<file path="src/tjsc_pkg.sv">
// ----------------------------------------------------------------------------
// tjsc_pkg
// Types, codes and the round function shared by the cipher block's modules.
// ----------------------------------------------------------------------------
`timescale 1ns / 1ps

package tjsc_pkg;

  // Request codes carried in the input channel's tuser.
  localparam logic [1:0] REQ_START = 2'd0;
  localparam logic [1:0] REQ_AD    = 2'd1;
  localparam logic [1:0] REQ_TEXT  = 2'd2;

  // Configuration register indexes.
  localparam int unsigned CFG_IDX_W = 3;
  localparam logic [CFG_IDX_W-1:0] CFG_KEY_LOW   = 3'd0;
  localparam logic [CFG_IDX_W-1:0] CFG_KEY_HIGH  = 3'd1;
  localparam logic [CFG_IDX_W-1:0] CFG_NONCE_LOW = 3'd2;
  localparam logic [CFG_IDX_W-1:0] CFG_NONCE_TOP = 3'd3;
  localparam logic [CFG_IDX_W-1:0] CFG_DECRYPT   = 3'd4;

  // Frame bits XORed into state word 1.
  localparam logic [31:0] FRAME_IV = 32'h0000_0010;
  localparam logic [31:0] FRAME_AD = 32'h0000_0030;
  localparam logic [31:0] FRAME_PC = 32'h0000_0050;

  localparam int unsigned ROUNDS_PER_PASS = 128;
  localparam int unsigned STATE_WORDS     = 4;
  localparam int unsigned QUEUE_DEPTH     = 2;
  localparam int unsigned TDATA_W         = 40;
  localparam int unsigned TDATA_PAD       = 5;

  localparam logic [2:0] FULL_WORD_BYTES = 3'd4;

  typedef enum logic [1:0] {
    CMD_START,
    CMD_AD,
    CMD_TEXT
  } cmd_kind_t;

  // One classified request as it travels from the front end to the engine.
  typedef struct packed {
    cmd_kind_t   kind;
    logic [31:0] data;     // already masked to the valid bytes
    logic [2:0]  count;    // normalized to 1..4
    logic        partial;  // count below four
  } cmd_t;

  typedef enum logic [1:0] {
    BK_IDLE,
    BK_RUN,
    BK_FINISH
  } back_state_t;

  // Thirty-two keyed rounds at once for one state word.
  function automatic logic [31:0] tj_feedback(input logic [31:0] a, input logic [31:0] b,
                                              input logic [31:0] c, input logic [31:0] kw);
    logic [63:0] ba;
    logic [63:0] cb;
    ba = {b, a};
    cb = {c, b};
    return ba[46:15] ^ ~(cb[37:6] & cb[52:21]) ^ cb[58:27] ^ kw;
  endfunction

  // Mask of the low count bytes; count is 1..4.
  function automatic logic [31:0] byte_mask(input logic [2:0] count);
    logic [31:0] m;
    case (count)
      3'd1:    m = 32'h0000_00FF;
      3'd2:    m = 32'h0000_FFFF;
      3'd3:    m = 32'h00FF_FFFF;
      default: m = 32'hFFFF_FFFF;
    endcase
    return m;
  endfunction

endpackage

</file>
<file path="src/tjsc_front.sv">
// ----------------------------------------------------------------------------
// tjsc_front
// Decodes incoming requests, normalizes the byte count and masks the data.
// ----------------------------------------------------------------------------
`timescale 1ns / 1ps

module tjsc_front import tjsc_pkg::*; (
  input  logic        in_tvalid,
  output logic        in_tready,
  input  logic [1:0]  req_type,
  input  logic [31:0] data_word,
  input  logic [2:0]  byte_count,
  input  logic        q_full,
  output logic        push,
  output cmd_t        cmd
);

  logic [2:0] count_n;
  logic       known;

  // Unknown request codes are taken and dropped.
  assign in_tready = !q_full;

  always_comb begin
    if (byte_count == 3'd0 || byte_count > FULL_WORD_BYTES) begin
      count_n = FULL_WORD_BYTES;
    end else begin
      count_n = byte_count;
    end
  end

  always_comb begin
    cmd.kind    = CMD_START;
    known       = 1'b1;
    case (req_type)
      REQ_START: cmd.kind = CMD_START;
      REQ_AD:    cmd.kind = CMD_AD;
      REQ_TEXT:  cmd.kind = CMD_TEXT;
      default:   known    = 1'b0;
    endcase
    cmd.data    = data_word & byte_mask(count_n);
    cmd.count   = count_n;
    cmd.partial = (count_n != FULL_WORD_BYTES);
  end

  assign push = in_tvalid && in_tready && known;

endmodule

</file>
<file path="src/tjsc_queue.sv">
// ----------------------------------------------------------------------------
// tjsc_queue
// Short request queue between the front end and the permutation engine.
// ----------------------------------------------------------------------------
`timescale 1ns / 1ps

module tjsc_queue import tjsc_pkg::*; (
  input  logic clk,
  input  logic rst_n,
  input  logic push,
  input  cmd_t push_cmd,
  output logic full,
  input  logic pop,
  output logic cmd_valid,
  output cmd_t head_cmd
);

  localparam int unsigned PTR_W = (QUEUE_DEPTH > 1) ? $clog2(QUEUE_DEPTH) : 1;
  localparam int unsigned CNT_W = $clog2(QUEUE_DEPTH + 1);
  localparam logic [CNT_W-1:0] DEPTH_C = CNT_W'(QUEUE_DEPTH);
  localparam logic [PTR_W-1:0] LAST_PTR = PTR_W'(QUEUE_DEPTH - 1);

  cmd_t             entry_r [QUEUE_DEPTH];
  logic [PTR_W-1:0] wr_ptr_r, wr_ptr_nxt;
  logic [PTR_W-1:0] rd_ptr_r, rd_ptr_nxt;
  logic [CNT_W-1:0] count_r, count_nxt;

  assign full      = (count_r == DEPTH_C);
  assign cmd_valid = (count_r != '0);
  assign head_cmd  = entry_r[rd_ptr_r];

  always_comb begin
    wr_ptr_nxt = wr_ptr_r;
    rd_ptr_nxt = rd_ptr_r;
    count_nxt  = count_r;
    if (push) begin
      wr_ptr_nxt = (wr_ptr_r == LAST_PTR) ? '0 : wr_ptr_r + 1'b1;
    end
    if (pop) begin
      rd_ptr_nxt = (rd_ptr_r == LAST_PTR) ? '0 : rd_ptr_r + 1'b1;
    end
    if (push && !pop) begin
      count_nxt = count_r + 1'b1;
    end else if (pop && !push) begin
      count_nxt = count_r - 1'b1;
    end
  end

  always_ff @(posedge clk) begin
    if (!rst_n) begin
      wr_ptr_r <= '0;
      rd_ptr_r <= '0;
      count_r  <= '0;
    end else begin
      wr_ptr_r <= wr_ptr_nxt;
      rd_ptr_r <= rd_ptr_nxt;
      count_r  <= count_nxt;
    end
  end

  always_ff @(posedge clk) begin
    if (push) begin
      entry_r[wr_ptr_r] <= push_cmd;
    end
  end

endmodule

</file>
<file path="src/tjsc_back.sv">
// ----------------------------------------------------------------------------
// tjsc_back
// Permutation engine: one 32-round word update per cycle, absorb and output.
// ----------------------------------------------------------------------------
`timescale 1ns / 1ps

module tjsc_back import tjsc_pkg::*; #(
  parameter int unsigned ROUNDS_LONG  = 1024,
  parameter int unsigned ROUNDS_SHORT = 640
) (
  input  logic         clk,
  input  logic         rst_n,
  input  logic         cmd_valid,
  input  cmd_t         cmd,
  output logic         cmd_pop,
  input  logic [127:0] key,
  input  logic [95:0]  nonce,
  input  logic         decrypt,
  output logic         out_valid,
  input  logic         out_ready,
  output logic [31:0]  out_text,
  output logic [2:0]   out_bytes
);

  localparam int unsigned STEPS_LONG  =
    ((ROUNDS_LONG + ROUNDS_PER_PASS - 1) / ROUNDS_PER_PASS) * STATE_WORDS;
  localparam int unsigned STEPS_SHORT =
    ((ROUNDS_SHORT + ROUNDS_PER_PASS - 1) / ROUNDS_PER_PASS) * STATE_WORDS;
  localparam int unsigned STEPS_MAX   = (STEPS_LONG > STEPS_SHORT) ? STEPS_LONG : STEPS_SHORT;
  localparam int unsigned CNT_W       = $clog2(STEPS_MAX);
  localparam logic [CNT_W-1:0] LAST_LONG  = CNT_W'(STEPS_LONG - 1);
  localparam logic [CNT_W-1:0] LAST_SHORT = CNT_W'(STEPS_SHORT - 1);

  // Start sequence: the long update, then one short update per nonce word.
  localparam logic [1:0] PH_LONG  = 2'd0;
  localparam logic [1:0] PH_NW0   = 2'd1;
  localparam logic [1:0] PH_NW1   = 2'd2;
  localparam logic [1:0] PH_LAST  = 2'd3;

  back_state_t      state_r, state_nxt;
  logic [CNT_W-1:0] cnt_r, cnt_nxt;
  logic [CNT_W-1:0] last_step;
  logic             long_r, long_nxt;
  logic [1:0]       phase_r, phase_nxt;
  cmd_t             cmd_r, cmd_nxt;
  logic [31:0]      w_r [STATE_WORDS];
  logic [31:0]      w_nxt [STATE_WORDS];
  logic             out_valid_r, out_valid_nxt;
  logic [31:0]      out_text_r, out_text_nxt;
  logic [2:0]       out_bytes_r, out_bytes_nxt;
  logic             slot_free;
  logic [31:0]      key_word;
  logic [31:0]      nonce_word;
  logic [31:0]      result;
  logic [31:0]      count_word;

  assign last_step  = long_r ? LAST_LONG : LAST_SHORT;
  assign slot_free  = !out_valid_r || out_ready;
  assign key_word   = key[{cnt_r[1:0], 5'd0} +: 32];
  assign result     = (w_r[2] & byte_mask(cmd_r.count)) ^ cmd_r.data;
  assign count_word = {29'd0, cmd_r.count};

  always_comb begin
    case (phase_r)
      PH_NW0:  nonce_word = nonce[31:0];
      PH_NW1:  nonce_word = nonce[63:32];
      default: nonce_word = nonce[95:64];
    endcase
  end

  // Next state.
  always_comb begin
    state_nxt = state_r;
    case (state_r)
      BK_IDLE: begin
        if (cmd_valid) begin
          state_nxt = BK_RUN;
        end
      end
      BK_RUN: begin
        if (cnt_r == last_step) begin
          state_nxt = BK_FINISH;
        end
      end
      BK_FINISH: begin
        case (cmd_r.kind)
          CMD_START: state_nxt = (phase_r == PH_LAST) ? BK_IDLE : BK_RUN;
          CMD_TEXT:  state_nxt = slot_free ? BK_IDLE : BK_FINISH;
          default:   state_nxt = BK_IDLE;
        endcase
      end
      default: state_nxt = BK_IDLE;
    endcase
  end

  // Datapath and outputs.
  always_comb begin
    cmd_pop       = 1'b0;
    cnt_nxt       = cnt_r;
    long_nxt      = long_r;
    phase_nxt     = phase_r;
    cmd_nxt       = cmd_r;
    w_nxt         = w_r;
    out_valid_nxt = out_valid_r && !out_ready;
    out_text_nxt  = out_text_r;
    out_bytes_nxt = out_bytes_r;
    case (state_r)
      BK_IDLE: begin
        if (cmd_valid) begin
          cmd_pop   = 1'b1;
          cmd_nxt   = cmd;
          cnt_nxt   = '0;
          phase_nxt = PH_LONG;
          case (cmd.kind)
            CMD_START: begin
              long_nxt = 1'b1;
              for (int i = 0; i < STATE_WORDS; i++) begin
                w_nxt[i] = '0;
              end
            end
            CMD_AD: begin
              long_nxt = 1'b0;
              w_nxt[1] = w_r[1] ^ FRAME_AD;
            end
            default: begin
              long_nxt = 1'b1;
              w_nxt[1] = w_r[1] ^ FRAME_PC;
            end
          endcase
        end
      end
      BK_RUN: begin
        // The word under update always sits in slot 0; the words rotate.
        w_nxt[0] = w_r[1];
        w_nxt[1] = w_r[2];
        w_nxt[2] = w_r[3];
        w_nxt[3] = w_r[0] ^ tj_feedback(w_r[1], w_r[2], w_r[3], key_word);
        cnt_nxt  = (cnt_r == last_step) ? '0 : cnt_r + 1'b1;
      end
      BK_FINISH: begin
        case (cmd_r.kind)
          CMD_START: begin
            long_nxt = 1'b0;
            if (phase_r == PH_LONG) begin
              w_nxt[1]  = w_r[1] ^ FRAME_IV;
              phase_nxt = PH_NW0;
            end else begin
              w_nxt[3] = w_r[3] ^ nonce_word;
              if (phase_r != PH_LAST) begin
                w_nxt[1]  = w_r[1] ^ FRAME_IV;
                phase_nxt = phase_r + 1'b1;
              end
            end
          end
          CMD_AD: begin
            w_nxt[3] = w_r[3] ^ cmd_r.data;
            if (cmd_r.partial) begin
              w_nxt[1] = w_r[1] ^ count_word;
            end
          end
          default: begin
            if (slot_free) begin
              w_nxt[3]      = w_r[3] ^ (decrypt ? result : cmd_r.data);
              if (cmd_r.partial) begin
                w_nxt[1] = w_r[1] ^ count_word;
              end
              out_valid_nxt = 1'b1;
              out_text_nxt  = result;
              out_bytes_nxt = cmd_r.count;
            end
          end
        endcase
      end
      default: begin
      end
    endcase
  end

  always_ff @(posedge clk) begin
    if (!rst_n) begin
      state_r     <= BK_IDLE;
      cnt_r       <= '0;
      long_r      <= 1'b0;
      phase_r     <= PH_LONG;
      out_valid_r <= 1'b0;
      for (int i = 0; i < STATE_WORDS; i++) begin
        w_r[i] <= '0;
      end
    end else begin
      state_r     <= state_nxt;
      cnt_r       <= cnt_nxt;
      long_r      <= long_nxt;
      phase_r     <= phase_nxt;
      out_valid_r <= out_valid_nxt;
      w_r         <= w_nxt;
    end
  end

  always_ff @(posedge clk) begin
    cmd_r       <= cmd_nxt;
    out_text_r  <= out_text_nxt;
    out_bytes_r <= out_bytes_nxt;
  end

  assign out_valid = out_valid_r;
  assign out_text  = out_text_r;
  assign out_bytes = out_bytes_r;

endmodule

</file>
<file path="src/tinyjambu_stream_cipher_top.sv">
// ----------------------------------------------------------------------------
// tinyjambu_stream_cipher_top
// Timing: a taken text request is queued, popped by the idle engine, run through
//   the long update in the one-word round unit and sent from the output register.
// Flow: the engine works on one request at a time while the queue takes more;
//   text requests run the long update, associated-data requests the short one.
// Reset: synchronous, active low; clears state, queue pointers and configuration only.
// ----------------------------------------------------------------------------
`timescale 1ns / 1ps

// TinyJAMBU-128 keyed permutation engine for a stream of 32-bit words.
//
// The front end takes a request whenever its two-entry queue has room, checks
// the request code, clamps the byte count to 1..4 and masks off unused data
// bytes. Requests with an unknown code are taken and dropped without effect.
//
// The engine pops one request at a time. Each cycle of an update it applies
// 32 keyed rounds to one state word, so a pass over the 128-bit state updates
// the four words in turn and an update runs whole passes. The four state
// words rotate through a fixed update slot, which keeps the round logic free
// of any word-select multiplexing.
//
// A start request clears the state, runs the long update, then for each of
// the three nonce words adds the IV frame bits, runs the short update and
// absorbs the word. An associated-data request adds its frame bits, runs the
// short update and absorbs the masked word. A text request adds its frame
// bits, runs the long update and sends the data XORed with state word 2;
// the plaintext (input when encrypting, result when decrypting) is absorbed.
// A partial word also XORs its byte count into state word 1.
//
// The result sits in an output register; the engine stalls only when a new
// result is due while the previous one has not been taken. Configuration is
// accepted every cycle and must only be written while the block is idle.

module tinyjambu_stream_cipher_top import tjsc_pkg::*; #(
  parameter int unsigned ROUNDS_LONG  = 1024,
  parameter int unsigned ROUNDS_SHORT = 640
) (
  input  logic                 clk,
  input  logic                 rst_n,
  // Request channel.
  input  logic                 in_tvalid,
  output logic                 in_tready,
  input  logic [TDATA_W-1:0]   in_tdata,   // [31:0] data_word, [34:32] byte_count
  input  logic [1:0]           in_tuser,   // [1:0] req_type
  // Result channel.
  output logic                 out_tvalid,
  input  logic                 out_tready,
  output logic [TDATA_W-1:0]   out_tdata,  // [31:0] text_out, [34:32] out_bytes
  // Register write channel.
  input  logic                 cfg_valid,
  output logic                 cfg_ready,
  input  logic [CFG_IDX_W-1:0] cfg_index,
  input  logic [63:0]          cfg_data
);

  logic [63:0] key_low_r;
  logic [63:0] key_high_r;
  logic [63:0] nonce_low_r;
  logic [31:0] nonce_top_r;
  logic        decrypt_r;

  logic        q_push;
  cmd_t        q_push_cmd;
  logic        q_full;
  logic        q_pop;
  logic        q_valid;
  cmd_t        q_head;
  logic [31:0] res_text;
  logic [2:0]  res_bytes;

  // Register writes are always taken.
  assign cfg_ready = 1'b1;

  always_ff @(posedge clk) begin
    if (!rst_n) begin
      key_low_r   <= '0;
      key_high_r  <= '0;
      nonce_low_r <= '0;
      nonce_top_r <= '0;
      decrypt_r   <= 1'b0;
    end else if (cfg_valid && cfg_ready) begin
      case (cfg_index)
        CFG_KEY_LOW:   key_low_r   <= cfg_data;
        CFG_KEY_HIGH:  key_high_r  <= cfg_data;
        CFG_NONCE_LOW: nonce_low_r <= cfg_data;
        CFG_NONCE_TOP: nonce_top_r <= cfg_data[31:0];
        CFG_DECRYPT:   decrypt_r   <= cfg_data[0];
        default: begin
        end
      endcase
    end
  end

  tjsc_front u_front (
    .in_tvalid  (in_tvalid),
    .in_tready  (in_tready),
    .req_type   (in_tuser),
    .data_word  (in_tdata[31:0]),
    .byte_count (in_tdata[34:32]),
    .q_full     (q_full),
    .push       (q_push),
    .cmd        (q_push_cmd)
  );

  tjsc_queue u_queue (
    .clk       (clk),
    .rst_n     (rst_n),
    .push      (q_push),
    .push_cmd  (q_push_cmd),
    .full      (q_full),
    .pop       (q_pop),
    .cmd_valid (q_valid),
    .head_cmd  (q_head)
  );

  tjsc_back #(
    .ROUNDS_LONG  (ROUNDS_LONG),
    .ROUNDS_SHORT (ROUNDS_SHORT)
  ) u_back (
    .clk       (clk),
    .rst_n     (rst_n),
    .cmd_valid (q_valid),
    .cmd       (q_head),
    .cmd_pop   (q_pop),
    .key       ({key_high_r, key_low_r}),
    .nonce     ({nonce_top_r, nonce_low_r}),
    .decrypt   (decrypt_r),
    .out_valid (out_tvalid),
    .out_ready (out_tready),
    .out_text  (res_text),
    .out_bytes (res_bytes)
  );

  assign out_tdata = {{TDATA_PAD{1'b0}}, res_bytes, res_text};

endmodule

</file>
<file path="config.mk">
export PLATFORM = sky130hd
export DESIGN_NAME = tinyjambu_stream_cipher_top
export DESIGN_NICKNAME = d
export VERILOG_FILES = /design/src/tjsc_pkg.sv /design/src/tjsc_front.sv /design/src/tjsc_queue.sv /design/src/tjsc_back.sv /design/src/tinyjambu_stream_cipher_top.sv
export SDC_FILE = /design/constraint.sdc
export NUM_CORES = 1
export LEC_CHECK = 0
export BUFFER_PORTS_ARGS = -buffer_cell sky130_fd_sc_hd__buf_4
export CAP_MARGIN = 20
export CORE_MARGIN = 5
export CORE_UTILIZATION = 55
export CTS_CLUSTER_DIAMETER = 40
export DETAILED_ROUTE_END_ITERATION = 6
export PLACE_DENSITY = 0.77
export SLEW_MARGIN = 20
export SYNTH_ARGS = -nofsm -noshare
export SYNTH_HDL_FRONTEND = slang
export SYNTH_HIERARCHICAL = 1
export SYNTH_SLANG_ARGS = --single-unit
export TNS_END_PERCENT = 1
</file>
<file path="constraint.sdc">
create_clock -name clk -period 3.1 [get_ports clk]
set_input_delay 0.31 -clock clk [delete_from_list [all_inputs] [get_ports clk]]
set_output_delay 0.31 -clock clk [all_outputs]
set_load 0.05 [all_outputs]
</file>
==> run metrics <==
multi-input logic area=roughly 11000 sq um; FP Rows=77; Max-Slew Margin vs Limit=0.373; dpl hpwl=44800 um; Yosys cell types=78; Root Buffer=clkbuf_16; Crit path largest cell delay=0.48 ns; Seq. cell area=11900 sq um; height of the die=approximately 220 um; CTS buffer count=72; Initial Util=0.555; Post-synth EDFFs=between 100 and 150; clock period minus worst slack=2.69 ns; clk_skew=between 0.02 and 0.03 ns; HP Class=in2reg; largest net degree at the start of global routing=around 130; Fin. Hold Viols=0; worst vdd ir=769 uV; Final Cycle Share=0.868; routed len/inst=between 20 and 25 um; outcome=complete, no violations; FILL cells=roughly 3400; DR vias=about 18000; Final GP Congestion=0.980; Hold Startpoint=cfg_data[56]; Async SR Flop Fraction=0; max frequency=372 MHz; antenna viol nets, final=0; startpoint type of the worst setup path=register; P&R area growth vs syn=16.2%; total track usage=0.272; ant diodes=0; clk_lat worst skew=approximately 0.60 ns; Die ar.=48700 sq um; PwrDens=a little over 800 nW/um^2; Yosys top cell by area=dfxtp_1; initial antenna violation count=0; layout cell share with drive strength beyond 1=0.171; Pwr Total=between 20 and 25 mW; global route total overflow=0; CP dominant cell by count=buf_4; DRT iter0 DRCs=around 1900; WS Path Type=reg2reg; Yosys reg bits=around 520; total wire length=approximately 67000 um; DR pass1 iterations=6; Ys Warns=6; WP data required=roughly 3.6 ns; Placed Area=around 26000 sq um; Clock Pin Slew Worst Setup and Hold Paths=about 0.06 ns; DRC violations left=0; die width=approximately 220 um; Worst path slowest cell=dfxtp_1; first-pass GRT wire length=~100000 um; CP arrival=between 3 and 4 ns; Syn Inst Count=around 2300; critical-path maximum fanout=39; CP endpoint kind=register; Pleak=about 11 nW; Synth top area share=0.303; placed cells=~3000; sequential share of the synthesized area=0.486; CTS Buffer Depth=3; via/cell ratio=5.93; vias in the first global route=between 15000 and 20000; non-filler instance count after layout=between 3000 and 4000; Max Cap Viol=0; Place WS=roughly 0.5 ns; H-tree levels=3; Sink Count=518; CTS tree=built; CORE AREA=roughly 44000 sq um; nets@finish=between 2000 and 3000; Worst Setup Slack, final=roughly 0.41 ns; Mapped Avg Cell Area=10.6 sq um; final hold slack=~0.02 ns; Final setup viols=0; I/O Buffers=~150; worst path cell trace=mux2_2, or3b_4, a21oi_4, buf_4, nand3_2, buf_4, o32a_1, o21ai_0; worst slew pin tran=0.935 ns; Cell Area, Synth=24400 sq um; top post-synthesis cells by area=dfxtp_1 (30%), edfxtp_1 (18%), mux2i_1 (9.3%); max-slew violations=0; I/O Pins=between 150 and 200; design area=28400 sq um; commonest register cell after synthesis=dfxtp_1; RSZ-0062 raised after global routing=false
==> kinds of logic after synthesis <==
family                     synth area share
and+or+nand+nor                       0.140
DFF                                   0.486
AOI/OAI and AO/OA                     0.111
muxes                                 0.141
buffers and inverters                0.0485
xor gates and xnor gates             0.0676
adders and majority gates           0.00615
other                              0.000308
==> final cells by class <==
type,count,area share
clock buffer,88,0.0696
clock inverter,44,0.0181
inverter,33,0.00437
multi-input combinational,1587,0.404
sequential,518,0.418
tap,592,0.0261
timing repair buffer,205,0.0601
==> Yosys cell counts, types with 9 or more instances <==
cell,count
a211o_1,15
a21boi_0,84
a21oi_1,36
a221o_1,15
a22oi_1,31
a31oi_1,29
a32oi_1,24
a41oi_1,9
and2_1,11
and2b_1,12
buf_2,40
buf_4,27
buf_6,16
clkbuf_1,82
dfxtp_1,369
edfxtp_1,149
ha_1,12
inv_1,32
mux2_2,39
mux2i_1,228
mux4_2,32
nand2_1,471
nand2b_1,13
nand3_1,74
nor2_1,42
nor2b_1,51
nor3b_1,17
o211ai_1,10
o21ai_0,49
o22ai_1,9
or3_1,16
xnor2_1,120
xnor3_1,17
xor2_1,21
==> power breakdown <==
| part | internal (mW) | switching, mW | leakage [nW] | total, mW |
|---|---|---|---|---|
| clock network | 5.21 | 3.24 | 1.19 | 8.46 |
| registers | 7.77 | 0.643 | 4.36 | 8.42 |
| logic | 2.09 | 3.95 | 5.28 | 6.04 |
| total | 15.1 | 7.84 | 10.8 | 22.9 |
==> cells in the final DEF, fill, tap and decap left out, drive strengths merged, types with 10 or more instances in the layout <==
| master | count |
|---|---|
| nand2 | 471 |
| dfxtp | 369 |
| mux2i | 228 |
| buf | 192 |
| edfxtp | 149 |
| xnor2 | 120 |
| clkbuf | 88 |
| a21boi | 86 |
| nand3 | 75 |
| nor2b | 60 |
| o21ai | 50 |
| inv | 48 |
| nor2 | 42 |
| mux2 | 39 |
| a21oi | 37 |
| mux4 | 32 |
| a22oi | 31 |
| a31oi | 29 |
| a32oi | 24 |
| xor2 | 23 |
| nor3b | 18 |
| xnor3 | 17 |
| or3 | 16 |
| a211o | 15 |
| a221o | 15 |
| dlygate4sd3 | 13 |
| nand2b | 13 |
| and2b | 13 |
| clkinv | 13 |
| ha | 12 |
| and2 | 12 |
| o211ai | 10 |
==> worst paths after layout <==
path | end | slack, ns | depth (start not counted)
worst max-delay path | u_back/w_r[16]$_SDFFE_PN0P_ | 0.41 | 8
worst min-delay path | nonce_low_r[56]$_SDFFE_PN0P_ | 0.02 | 3
worst min register to register | key_low_r[34]$_SDFFE_PN0P_ | 0.45 | 2
worst max register to register | u_back/w_r[16]$_SDFFE_PN0P_ | 0.41 | 8
==> metal layers <==
layer / wire, um / global-route usage
met1: 26000 / 0.341
met4: 4320 / 0.169
met3: 5040 / 0.0468
met2: 31700 / 0.439
met5: 0 / 0
==> worst max-delay path: cells and delay by family (launching register included) <==
| kind | cells | cell delay (ns) |
|---|---|---|
| compound gates | 3 | 0.65 |
| flops | 1 | 0.48 |
| mux | 1 | 0.42 |
| buf+inv | 2 | 0.51 |
| simple gates | 2 | 0.53 |
==> state kept, by name, summed over array words and instances (netlist names), 3 cells and up, named ones only <==
name              flops
key_high_r           64
key_low_r            64
nonce_low_r          64
nonce_top_r          32
u_back/cmd_r         38
u_back/cnt_r          5
u_back/out_bytes      3
u_back/out_text      32
u_back/w_r          128
u_queue/entry_r      76
==> through the flow <==
stage          utilization  TNS, ns
6_report             0.644        0
5_1_grt              0.644        0
4_1_cts              0.644        0
3_5_place_dp         0.585        0
3_3_place_gp         0.585        0
2_1_floorplan            -    -3.81
==> what timing repair did <==
item                                    CTS  global route
resized for setup                         0             0
endpoints found under the hold margin    23             0
buffers inserted                          0             0
hold buffers                             13             0
endpoints found under the setup margin    0             0
Note: power is estimated with default switching activity, not from simulation.
